File: src/design/tsd_pkg.sv
// ----------------------------------------------------------------------------
// Touch swipe detector package
// Shared types, constants and register indexes for the swipe detector.
// ----------------------------------------------------------------------------
package tsd_pkg;

  // Widths of the report fields and of the rotated panel coordinates.
  localparam int unsigned RawW   = 12;
  localparam int unsigned CountW = 4;
  localparam int unsigned TimeW  = 32;
  localparam int unsigned CoordW = 14;
  localparam int unsigned MagW   = 13;

  // Largest panel coordinate; a mirrored axis maps r to this minus r.
  localparam logic signed [CoordW-1:0] PanelMax = 14'sd239;

  // Configuration register indexes.
  localparam logic [1:0] CfgRotation = 2'd0;
  localparam logic [1:0] CfgMinSwipe = 2'd1;
  localparam logic [1:0] CfgMaxDur   = 2'd2;

  // Configuration reset values.
  localparam logic [1:0]       RotationRst = 2'd0;
  localparam logic [MagW-1:0]  MinSwipeRst = 13'd45;
  localparam logic [TimeW-1:0] MaxDurRst   = 32'd1000;

  // Quarter turn codes.
  localparam logic [1:0] Rot0   = 2'd0;
  localparam logic [1:0] Rot90  = 2'd1;
  localparam logic [1:0] Rot180 = 2'd2;
  localparam logic [1:0] Rot270 = 2'd3;

  // Live configuration.
  typedef struct packed {
    logic [1:0]       rotation;
    logic [MagW-1:0]  min_swipe_pixels;
    logic [TimeW-1:0] max_duration_ms;
  } tsd_cfg_t;

  // One touch controller report.
  typedef struct packed {
    logic              read_ok;
    logic [CountW-1:0] point_count;
    logic [RawW-1:0]   raw_x;
    logic [RawW-1:0]   raw_y;
    logic [TimeW-1:0]  time_ms;
  } tsd_report_t;

  // One gesture result.
  typedef struct packed {
    logic swipe_right;
    logic swipe_detected;
  } tsd_result_t;

endpackage

File: src/design/tsd_gesture.sv
// ----------------------------------------------------------------------------
// Touch swipe gesture tracker
// Holds the touch state, rotates points and classifies each release.
// ----------------------------------------------------------------------------
module tsd_gesture
  import tsd_pkg::*;
(
  input  logic        clk_i,
  input  logic        rst_ni,
  input  logic        accept_i,
  input  tsd_report_t report_i,
  input  tsd_cfg_t    cfg_i,
  output tsd_result_t result_o
);

  logic                     was_touched_q, was_touched_d;
  logic signed [CoordW-1:0] start_x_q, start_y_q, last_x_q, last_y_q;
  logic [TimeW-1:0]         start_time_q;

  logic signed [CoordW-1:0] rx, ry, px, py;
  logic signed [CoordW-1:0] dx, dy;
  logic [MagW-1:0]          adx, ady;
  logic [MagW:0]            ady_bias;
  logic [TimeW-1:0]         dur;
  logic                     touching, release_ev, passes;

  // Rotate the raw point by the configured quarter turns.
  assign rx = $signed({{(CoordW-RawW){1'b0}}, report_i.raw_x});
  assign ry = $signed({{(CoordW-RawW){1'b0}}, report_i.raw_y});

  always_comb begin
    unique case (cfg_i.rotation)
      Rot90: begin
        px = ry;
        py = PanelMax - rx;
      end
      Rot180: begin
        px = PanelMax - rx;
        py = PanelMax - ry;
      end
      Rot270: begin
        px = PanelMax - ry;
        py = rx;
      end
      default: begin
        px = rx;
        py = ry;
      end
    endcase
  end

  // Travel and duration of the gesture that a release would end.
  assign dx  = last_x_q - start_x_q;
  assign dy  = last_y_q - start_y_q;
  assign adx = dx[CoordW-1] ? MagW'(-dx) : MagW'(dx);
  assign ady = dy[CoordW-1] ? MagW'(-dy) : MagW'(dy);
  assign ady_bias = {1'b0, ady} + {3'b000, ady[MagW-1:2]};
  assign dur = report_i.time_ms - start_time_q;

  assign passes = (dur < cfg_i.max_duration_ms) &&
                  (adx >= cfg_i.min_swipe_pixels) &&
                  ({1'b0, adx} > ady_bias);

  assign touching   = accept_i && report_i.read_ok && (report_i.point_count != '0);
  assign release_ev = accept_i && report_i.read_ok && (report_i.point_count == '0) &&
                      was_touched_q;

  // Result for the report now being taken.
  always_comb begin
    result_o.swipe_detected = release_ev && passes;
    result_o.swipe_right    = release_ev && passes && !dx[CoordW-1];
  end

  // Touch flag follows presses and releases.
  always_comb begin
    was_touched_d = was_touched_q;
    if (touching) begin
      was_touched_d = 1'b1;
    end else if (release_ev) begin
      was_touched_d = 1'b0;
    end
  end

  always_ff @(posedge clk_i or negedge rst_ni) begin
    if (!rst_ni) begin
      was_touched_q <= 1'b0;
    end else begin
      was_touched_q <= was_touched_d;
    end
  end

  // Point and time capture; only read while a touch is held.
  always_ff @(posedge clk_i) begin
    if (touching) begin
      if (!was_touched_q) begin
        start_x_q    <= px;
        start_y_q    <= py;
        start_time_q <= report_i.time_ms;
      end
      last_x_q <= px;
      last_y_q <= py;
    end
  end

endmodule

File: src/design/touch_swipe_detector.sv
// ----------------------------------------------------------------------------
// Touch swipe detector
// Classifies polled touch reports into horizontal swipes, one result each.
// ----------------------------------------------------------------------------
// A result is registered in the output register, or in the skid entry when
// the output is stalled, before it shows on the master side. Input takes
// one report per cycle while the skid entry of the two-entry output buffer
// is empty. Reset (asynchronous, active low) clears the touch flag and both
// buffer entries and loads the defaults: no rotation, 45 pixels, 1000 ms.
module touch_swipe_detector
  import tsd_pkg::*;
(
  input  logic        clk_i,
  input  logic        rst_ni,
  // Configuration write port
  input  logic        cfg_we_i,
  input  logic [1:0]  cfg_addr_i,
  input  logic [31:0] cfg_wdata_i,
  // Report stream
  input  logic        s_axis_tvalid_i,
  output logic        s_axis_tready_o,
  // tdata: point_count[3:0], raw_x[15:4], raw_y[27:16], time_ms[59:28], zero
  input  logic [63:0] s_axis_tdata_i,
  // tuser: read_ok[0]
  input  logic        s_axis_tuser_i,
  // Result stream
  output logic        m_axis_tvalid_o,
  input  logic        m_axis_tready_i,
  // tdata: swipe_detected[0], swipe_right[1], zero
  output logic [7:0]  m_axis_tdata_o
);

  tsd_cfg_t    cfg_q;
  tsd_report_t report;
  tsd_result_t result;
  tsd_result_t out_data_q, out_data_d, skid_data_q, skid_data_d;
  logic        out_valid_q, out_valid_d, skid_valid_q, skid_valid_d;
  logic        s_acc, m_take;

  // Configuration registers.
  always_ff @(posedge clk_i or negedge rst_ni) begin
    if (!rst_ni) begin
      cfg_q.rotation         <= RotationRst;
      cfg_q.min_swipe_pixels <= MinSwipeRst;
      cfg_q.max_duration_ms  <= MaxDurRst;
    end else if (cfg_we_i) begin
      unique case (cfg_addr_i)
        CfgRotation: cfg_q.rotation         <= cfg_wdata_i[1:0];
        CfgMinSwipe: cfg_q.min_swipe_pixels <= cfg_wdata_i[MagW-1:0];
        CfgMaxDur:   cfg_q.max_duration_ms  <= cfg_wdata_i[TimeW-1:0];
        default: ;
      endcase
    end
  end

  // Unpack the report.
  assign report.read_ok     = s_axis_tuser_i;
  assign report.point_count = s_axis_tdata_i[3:0];
  assign report.raw_x       = s_axis_tdata_i[15:4];
  assign report.raw_y       = s_axis_tdata_i[27:16];
  assign report.time_ms     = s_axis_tdata_i[59:28];

  assign s_axis_tready_o = !skid_valid_q;
  assign s_acc  = s_axis_tvalid_i && s_axis_tready_o;
  assign m_take = out_valid_q && m_axis_tready_i;

  tsd_gesture u_gesture (
    .clk_i    (clk_i),
    .rst_ni   (rst_ni),
    .accept_i (s_acc),
    .report_i (report),
    .cfg_i    (cfg_q),
    .result_o (result)
  );

  // Output register with a skid entry behind it.
  always_comb begin
    out_valid_d  = out_valid_q;
    out_data_d   = out_data_q;
    skid_valid_d = skid_valid_q;
    skid_data_d  = skid_data_q;
    if (m_take) begin
      out_valid_d = 1'b0;
    end
    if (skid_valid_q && m_take) begin
      out_valid_d  = 1'b1;
      out_data_d   = skid_data_q;
      skid_valid_d = 1'b0;
    end else if (s_acc) begin
      if (!out_valid_q || m_take) begin
        out_valid_d = 1'b1;
        out_data_d  = result;
      end else begin
        skid_valid_d = 1'b1;
        skid_data_d  = result;
      end
    end
  end

  always_ff @(posedge clk_i or negedge rst_ni) begin
    if (!rst_ni) begin
      out_valid_q  <= 1'b0;
      skid_valid_q <= 1'b0;
    end else begin
      out_valid_q  <= out_valid_d;
      skid_valid_q <= skid_valid_d;
    end
  end

  always_ff @(posedge clk_i) begin
    out_data_q  <= out_data_d;
    skid_data_q <= skid_data_d;
  end

  assign m_axis_tvalid_o = out_valid_q;
  assign m_axis_tdata_o  = {6'b000000, out_data_q.swipe_right, out_data_q.swipe_detected};

endmodule

File: config.mk
export PLATFORM = sky130hd
export DESIGN_NAME = touch_swipe_detector
export DESIGN_NICKNAME = d
export VERILOG_FILES = /design/src/design/tsd_pkg.sv /design/src/design/tsd_gesture.sv /design/src/design/touch_swipe_detector.sv
export SDC_FILE = /design/constraint.sdc
export NUM_CORES = 1
export LEC_CHECK = 0
export BUFFER_PORTS_ARGS = -buffer_cell sky130_fd_sc_hd__buf_4
export CAP_MARGIN = 5
export CORE_ASPECT_RATIO = 1.25
export CORE_MARGIN = 3
export CORE_UTILIZATION = 49
export DETAILED_ROUTE_END_ITERATION = 16
export GPL_TIMING_DRIVEN = 1
export HOLD_SLACK_MARGIN = 0.12
export PLACE_DENSITY = 0.83
export SYNTH_ARGS = -nofsm -noshare
export SYNTH_HDL_FRONTEND = slang
export SYNTH_HIERARCHICAL = 1
export SYNTH_SLANG_ARGS = --single-unit
File: constraint.sdc
create_clock -name clk_i -period 6 [get_ports clk_i]
set_input_delay 0.6 -clock clk_i [delete_from_list [all_inputs] [get_ports clk_i]]
set_output_delay 0.6 -clock clk_i [all_outputs]
set_load 0.03 [all_outputs]
; After elaboration in Yosys (flattened, before gate mapping)
; Cells that the tools add are included.
[op_classes]
add_sub_neg = 8
n_lt_le_gt_ge = 3
n_eq_ne = 6
muxes = 16
n_bitwise = 3
reduce_logical = 28
[op_table]
columns = op, n
row1 = case mux 14 bit (3 select lines), 2
row2 = < comparator 32 bit, 1
row3 = subtractor 32 bit, 1
row4 = subtractor 14 bit, 2
row5 = two-way mux 13 bit, 2
row6 = negation 13 bit, 2
row7 = "subtractor 8 x 12 -> 13 bit, first input constant", 2
row8 = adder 13 x 11 -> 14 bit, 1
row9 = greater-than comparator 13 x 14 -> 1 bit, 1
row10 = greater-or-equal comparator 13 bit, 1
row11 = AND reduction 2 bit, 6
row12 = logical AND 1 bit, 11
row13 = two-way mux 1 bit, 9
row14 = "equality test 2 bit, second input constant", 3
row15 = two-way mux 2 bit, 3
row16 = nonzero test 2 bit, 3
row17 = "equality test 2 x 1 -> 1 bit, second input constant", 2
row18 = zero test 4 bit, 1
row19 = nonzero test 4 bit, 1
row20 = zero test 1 bit, 3
row21 = inverter 1 bit, 3
row22 = AND reduction 3 bit, 1
row23 = zero test 2 bit, 1
row24 = "!= test 2 bit, second input constant", 1
row25 = logical OR 1 bit, 1
[word_totals]
regBits = 142
elab_cells = 79

; Depth between registers and ports, before layout
; Gate-level depths: netlist of the first run.
[depth]
word_depth = 11
mapped_depth = 32

; Cells and area by module
; The synthesis of the first run kept the hierarchy.
[by_module_without_submodules]
columns = mod, n_inst, cells_each, area_each_um2
row1 = tsd_gesture, 1, 971, 8753.4
row2 = touch_swipe_detector, 1, 128, 2225.9

; Worst setup path after synthesis of the first run
; No wires, ideal clock.
[synth_timing]
path_type = register -> register
from = register u_gesture.start_y_q[0]
to = register out_data_q (netlist bit m_axis_tdata_o[1]) (data pin)
arrival_ps = 5729
required_ps = 5870
setup_slack_ps = 141
stages_incl_launch_ff = 26
path_buffers = 1
cell_sequence = edfxtp_1 -> ha_1 -> fa_1 -> nand2b_2 -> a21oi_2 -> nor4_4 -> xnor2_1 -> or3_1 -> or4_4 -> nor2_1 -> a2bb2oi_2 -> xnor2_2 -> ha_1 -> clkbuf_1 -> inv_1 -> or3b_1 -> mux2_4 -> nand4_2 -> ha_1 -> nand4_1 -> nor4_1 -> a2111oi_0 -> o2111ai_1 -> a211o_1 -> a311oi_2 -> mux2_2
[synth_lines]
columns = item, line_no
row1 = "start, declared", tsd_gesture.sv:17  ; logic signed [CoordW-1:0] start_x_q, start_y_q, last_x_q, last_y_q;
row2 = "start signal, assigned", tsd_gesture.sv:97  ; start_y_q <= py;
row3 = "end signal, assigned", touch_swipe_detector.sv:111  ; out_data_q <= out_data_d;
row4 = "end, declared", touch_swipe_detector.sv:36  ; tsd_result_t out_data_q, out_data_d, skid_data_q, skid_data_d;

==> results.txt, run 1 <==
Status - completed
Die height - 173 um
DRT Wirelength - 24800 um
Min Tclk post-route - 5.95 ns
Most common cell on crit path - a21oi_2
Leading cell type in the layout, fill and taps excluded - buf_4
TritonCTS clock tree - done
Ranking of synthesized cells by area - edfxtp_1 (24%), ha_1 (15%), dfrtp_1 (9.1%), inv_1 (4.7%), mux2_4 (4.2%)
Finished layout cell area - 13100 sq um
Area Overhead vs Synth - 19.7%
Worst-path fanout max - 10
Final GP Congestion - 0.902
Syn avg cell area - 9.99 sq um
# Max-Cap Violations - 0
Top-area cell type share of the netlist area - 24.1%
Seq/Total Area, Yosys - 35.6%
Multi-input gate area - 6630 sq um
Count of final setup violators - 0
TritonCTS Buffers - 17
Dpl ws - -0.158 ns
Core Region - 21800 sq um
CTS H-tree depth - 4
Critical path type - reg -> reg
Count of different cell masters after synthesis - 78
GRT overflow - 0
Die area - 24200 sq um
Layout fillers - 1720
Via count - 8546
Root buffer cell - clkbuf_16
CTS hold repair buffers - 0
PortBufs - 103
Yosys top cell by area - edfxtp_1
Row count - 60
Post-synth EDFFs - 88
Synth Register Bits - 138
Final hold slack - 0.194 ns
Setup Skew - 0.0105 ns
Vias per cell - 5.58
Crit path capture type - register
CTS Buffer Depth - 2
Slowest CP cell - or3b_4
Drt pass-1 iters - 5
Final Max Slew Viols - 0
Final antenna-violating net count - 0
Setup Total Neg Slack - 0 ns
Largest stage delay, worst path - 0.42 ns
Critical Path Start Type - register
Final Hold Viols - 0
Synth Flop Type - edfxtp_1
PwrDens - 431 nW/um^2
Gate Count Post-Synth - 1099
Most frequent cells in the layout - buf_4 (148), inv_1 (135), ha_1 (121)
Slew @ Worst Pin - 1.05 ns
Vias in the first global route - 8585
Dpl cell area - 12200 sq um
F_max - 168 MHz
Post-synth ARST share - 36.2%
IO Pins - 114
Required time of the critical path - 6.29 ns
1st-iter DRT viols - 461
RSZ-0062 raised after global routing - yes
Final setup margin - 0.0474 ns
Initial core utilization - 50.4%
Warnings, synthesis - 6
Share of cells above drive strength 1 - 25.0%
HP Class - in -> async
Peak supply drop - 0.305 mV
# diodes - 0
Util after Layout - 60.4%
Reg clk slew, reported paths - 0.06 ns
Lkg Pwr - 0.00608 uW
Clk sinks - 138
Slew headroom - 29.4%
Nets - 1476
Post-Syn Area - 11000 sq um
Detailed placer's ending HPWL - 18000 um
First-pass GRT wire length - 39800 um
All-Layer GR Usage - 19.7%
Worst-skew pair later-pin latency - 0.43 ns
Residual DRC - 0
DR WL/cell - 16.2 um
Largest net degree at the start of global routing - 53
Crit share post-route - 99.2%
Worst Path Arrival - 6.25 ns
Die width - 140 um
Antenna violations before repair - 0
Seq. cell area - 3910 sq um
==> through the flow <==
step	instances	power [uW]
global route	1531	6110
global placement	1482	4000
finish	1531	5670
detailed placement	1482	4120
CTS	1517	5310
floorplan	1104	3390
==> critical path, delay by kind of cell, from the launching register on <==
| family | cells | cell delay (ns) |
|---|---|---|
| AO/OA/AOI/OAI | 15 | 2.87 |
| AND/OR/NAND/NOR | 6 | 0.93 |
| adder cells (fa/ha/maj) | 3 | 0.77 |
| XOR/XNOR | 2 | 0.41 |
| flip-flops | 1 | 0.40 |
| buffers and inverters | 2 | 0.22 |
| multiplexers | 1 | 0.20 |
==> routing by layer <==
metal  wire length [um]  vias to the layer above  share of wire, %  global-route usage (%)
li1                   -                     4233                 -                       -
met1              10200                     4044                41                    22.9
met2              13000                      219                52                    35.8
met3                964                       50               3.9                    3.20
met4                700                        0               2.8                    8.04
met5                  0                        -                 0                       0
==> repair_timing <==
item / 4_1_cts / 5_1_grt
pin swaps: 6 / 29
endpoints found under the setup margin: 3 / 4
setup buffers: 3 / 14
gates resized for setup: 8 / 45
cloned: 0 / 0
==> report_power, final <==
group          internal (uW)  switching (uW)  total (uW)
Clock                    700             416        1120
Sequential              1200            66.1        1270
Combinational           1560            1730        3280
==> layout make-up <==
cell class	instances	share of cell area [%]
inverter	137	3.91
tap	279	2.66
clock inverter	13	1.45
multi-input combinational	796	50.4
timing repair buffer	149	8.54
clock buffer	19	3.29
sequential	138	29.7
==> cell families after synthesis <==
group                    Yosys count  share of synthesized area [%]
AO/OA/AOI/OAI                    268                           15.8
XOR/XNOR                          83                           6.76
adder cells (fa/ha/maj)          133                           15.4
buffers and inverters            170                           6.43
flip-flops                       138                           35.6
multiplexers                      69                           8.57
other                              1                         0.0342
AND/OR/NAND/NOR                  237                           11.4
==> flip-flops by register name (all words and copies together), names as in the netlist <==
signal and flops:
u_gesture/start_y_q 13, skid_data_q 2, cfg_q 47, skid_valid_q 1, u_gesture/start_time_q 32, u_gesture/last_y_q 13
m_axis_tdata_o 2, u_gesture/last_x_q 13, m_axis_tvalid_o 1, u_gesture/was_touched_q 1, u_gesture/start_x_q 13
==> synth_stat cells, drive strengths merged, types with 28 or more instances <==
library cell	n
ha	129
xor2	28
a21oi	84
edfxtp	88
xnor2	55
nor2	54
dfrtp	40
nand2	46
o21ai	52
inv	137
mux2	57
a21o	31
==> path summary, 6_finish.rpt <==
path                                                   from                             endpoint  slack [ns]  cells past startpoint
setup / recovery           u_gesture/start_y_q[1]$_DFFE_PP_          m_axis_tdata_o[1]$_DFFE_PP_        0.05                     29
hold / removal                                       rst_ni                cfg_q[24]$_DFFE_PN0P_        0.19                      1
setup reg to reg           u_gesture/start_y_q[1]$_DFFE_PP_          m_axis_tdata_o[1]$_DFFE_PP_        0.05                     29
hold reg to reg                       cfg_q[41]$_DFFE_PN0P_                cfg_q[41]$_DFFE_PN0P_        0.51                      1
max in group asynchronous                            rst_ni                cfg_q[45]$_DFFE_PN0P_        5.36                      1
min in group clk_i                       s_axis_tdata_i[28]  u_gesture/start_time_q[0]$_DFFE_PP_        0.36                      1
(Power assumes the default switching activity.)
==> run 2: changes to the inputs <==
CORE_UTILIZATION = 45   (was 49)
PLACE_DENSITY = 0.78   (was 0.83)
RECOVER_POWER = 50   (was unset)
==> results.txt, run 2 (synthesized netlist as in run 1, its figures left out) <==
Status - finished with violations
Violated checks - max-capacitance violations, max-slew violations, negative setup slack
Final Hold Viols - 0
RSZ-0062 raised after global routing - yes
F_max - 167 MHz
Antenna violations before repair - 0
Slew @ Worst Pin - 2.77 ns
Detailed placer's ending HPWL - 18200 um
Vias in the first global route - 8418
Critical Path Start Type - register
TritonCTS clock tree - done
Leading cell type in the layout, fill and taps excluded - inv_1
Clk sinks - 138
DR WL/cell - 15.6 um
Multi-input gate area - 6590 sq um
Most frequent cells in the layout - inv_1 (136), ha_1 (115), buf_4 (113)
TritonCTS Buffers - 17
Biggest register - cfg_q
Finished layout cell area - 13100 sq um
DRT Wirelength - 24700 um
Crit path max-delay family - compound AO/OA/AOI/OAI gates
Largest net degree at the start of global routing - 53
Initial core utilization - 46.0%
Met2 global-route usage - 33.2%
Final antenna-violating net count - 0
First-pass GRT wire length - 39500 um
Share of cells above drive strength 1 - 20.8%
Max FFs per register - 47
Die area - 26300 sq um
Drt pass-1 iters - 5
Vias per cell - 5.41
GRT busiest layer - met2
Final setup margin - -0.00330 ns
Root buffer cell - clkbuf_16
Design Power - 5640 uW
Reg clk slew, reported paths - 0.06 ns
Min Tclk post-route - 6.00 ns
Critical path type - reg -> reg
Setup Skew - 0.0133 ns
Core Region - 23900 sq um
Lkg Pwr - 0.00582 uW
1st-iter DRT viols - 406
Worst Path Arrival - 6.30 ns
CP bufs+invs - 1
Biggest regs - cfg_q x47, u_gesture/start_time_q x32
HP Class - in -> reg
Worst-skew pair later-pin latency - 0.42 ns
Crit path capture type - register
Die width - 146 um
Die height - 181 um
Count of final setup violators - 1
PwrDens - 432 nW/um^2
# Max-Cap Violations - 3
Grt met3 use - 2.62%
Slew headroom - -84.7%
Row count - 63
Area Overhead vs Synth - 19.0%
Largest stage delay, worst path - 0.40 ns
IO Pins - 114
Via count - 8538
Crit share post-route - 100%
GRT overflow - 0
Required time of the critical path - 6.30 ns
Worst-path fanout max - 3
Peak supply drop - 0.297 mV
Dpl cell area - 12200 sq um
Slowest CP cell - edfxtp_1
Setup Total Neg Slack - -0.00330 ns
Residual DRC - 0
PortBufs - 103
Seq. cell area - 3910 sq um
CTS hold repair buffers - 0
Final GP Congestion - 0.862
All-Layer GR Usage - 18.1%
Final Max Slew Viols - 137
Nets - 1476
# diodes - 0
GRT met1 Usage - 21.4%
Layout fillers - 2042
CTS H-tree depth - 4
CTS Buffer Depth - 2
Most common cell on crit path - o21a_1
run 2: worst register-to-register path, delay by kind of cell (launching register included):
kind / cells / cell delay, ns
muxes: 2 / 0.36
AOI/OAI and AO/OA: 17 / 3.18
buffers and inverters: 1 / 0.08
DFF: 1 / 0.40
adders and majority gates: 4 / 1.06
and+or+nand+nor: 5 / 0.65
xor gates and xnor gates: 1 / 0.14
run 2: what timing repair did:
item	4_1_cts	5_1_grt
resized for setup	13	48
buffers inserted	2	14
setup endpoints to repair	3	4
pin swaps	9	22
run 2: path summary, 6_finish.rpt:
check | cells after the start | to | slack (ns) | from
worst min register to register | 1 | cfg_q[31]$_DFFE_PN0P_ | 0.50 | cfg_q[31]$_DFFE_PN0P_
worst max register to register | 30 | m_axis_tdata_o[1]$_DFFE_PP_ | -0.003 | u_gesture/start_y_q[0]$_DFFE_PP_
min in group asynchronous | 1 | cfg_q[24]$_DFFE_PN0P_ | 1.04 | rst_ni
worst min-delay path | 1 | u_gesture/start_time_q[9]$_DFFE_PP_ | 0.39 | s_axis_tdata_i[37]
max in group asynchronous | 1 | cfg_q[10]$_DFFE_PN0P_ | 3.35 | rst_ni
worst max-delay path | 30 | m_axis_tdata_o[1]$_DFFE_PP_ | -0.003 | u_gesture/start_y_q[0]$_DFFE_PP_
run 2: through the flow:
step	instances	hold WS [ns]	worst slack (ns)	utilization [%]
2_1_floorplan	1104	0.304	0.141	-
3_3_place_gp	1529	0.491	-0.00620	51.2
3_5_place_dp	1529	0.491	-0.175	51.2
4_1_cts	1563	0.214	0.0150	54.2
5_1_grt	1577	0.371	-0.279	54.7
6_report	1577	0.390	-0.00330	54.7
run 2: report_power, final:
group | leakage [uW] | total (uW) | switching, uW | internal [uW]
combinational | 0.00413 | 3260 | 1720 | 1540
sequential | 0.00138 | 1270 | 64.3 | 1200
clock | 0.000303 | 1120 | 403 | 714
total | 0.00582 | 5640 | 2180 | 3460
run 2: layout make-up:
cell class	count	area share [%]
Multi-Input combinational cell	796	50.5
Timing Repair Buffer	149	7.75
Sequential cell	138	29.9
Clock inverter	9	1.03
Tap cell	325	3.11
Inverter	137	3.93
Clock buffer	23	3.82
run 2: metal layers:
metal	up-vias	part of all wire (%)	wire (um)
met3	44	3.7	904
met2	219	52	12900
met1	4029	42	10300
li1	4246	-	-
met5	-	0	0
met4	0	2.4	588
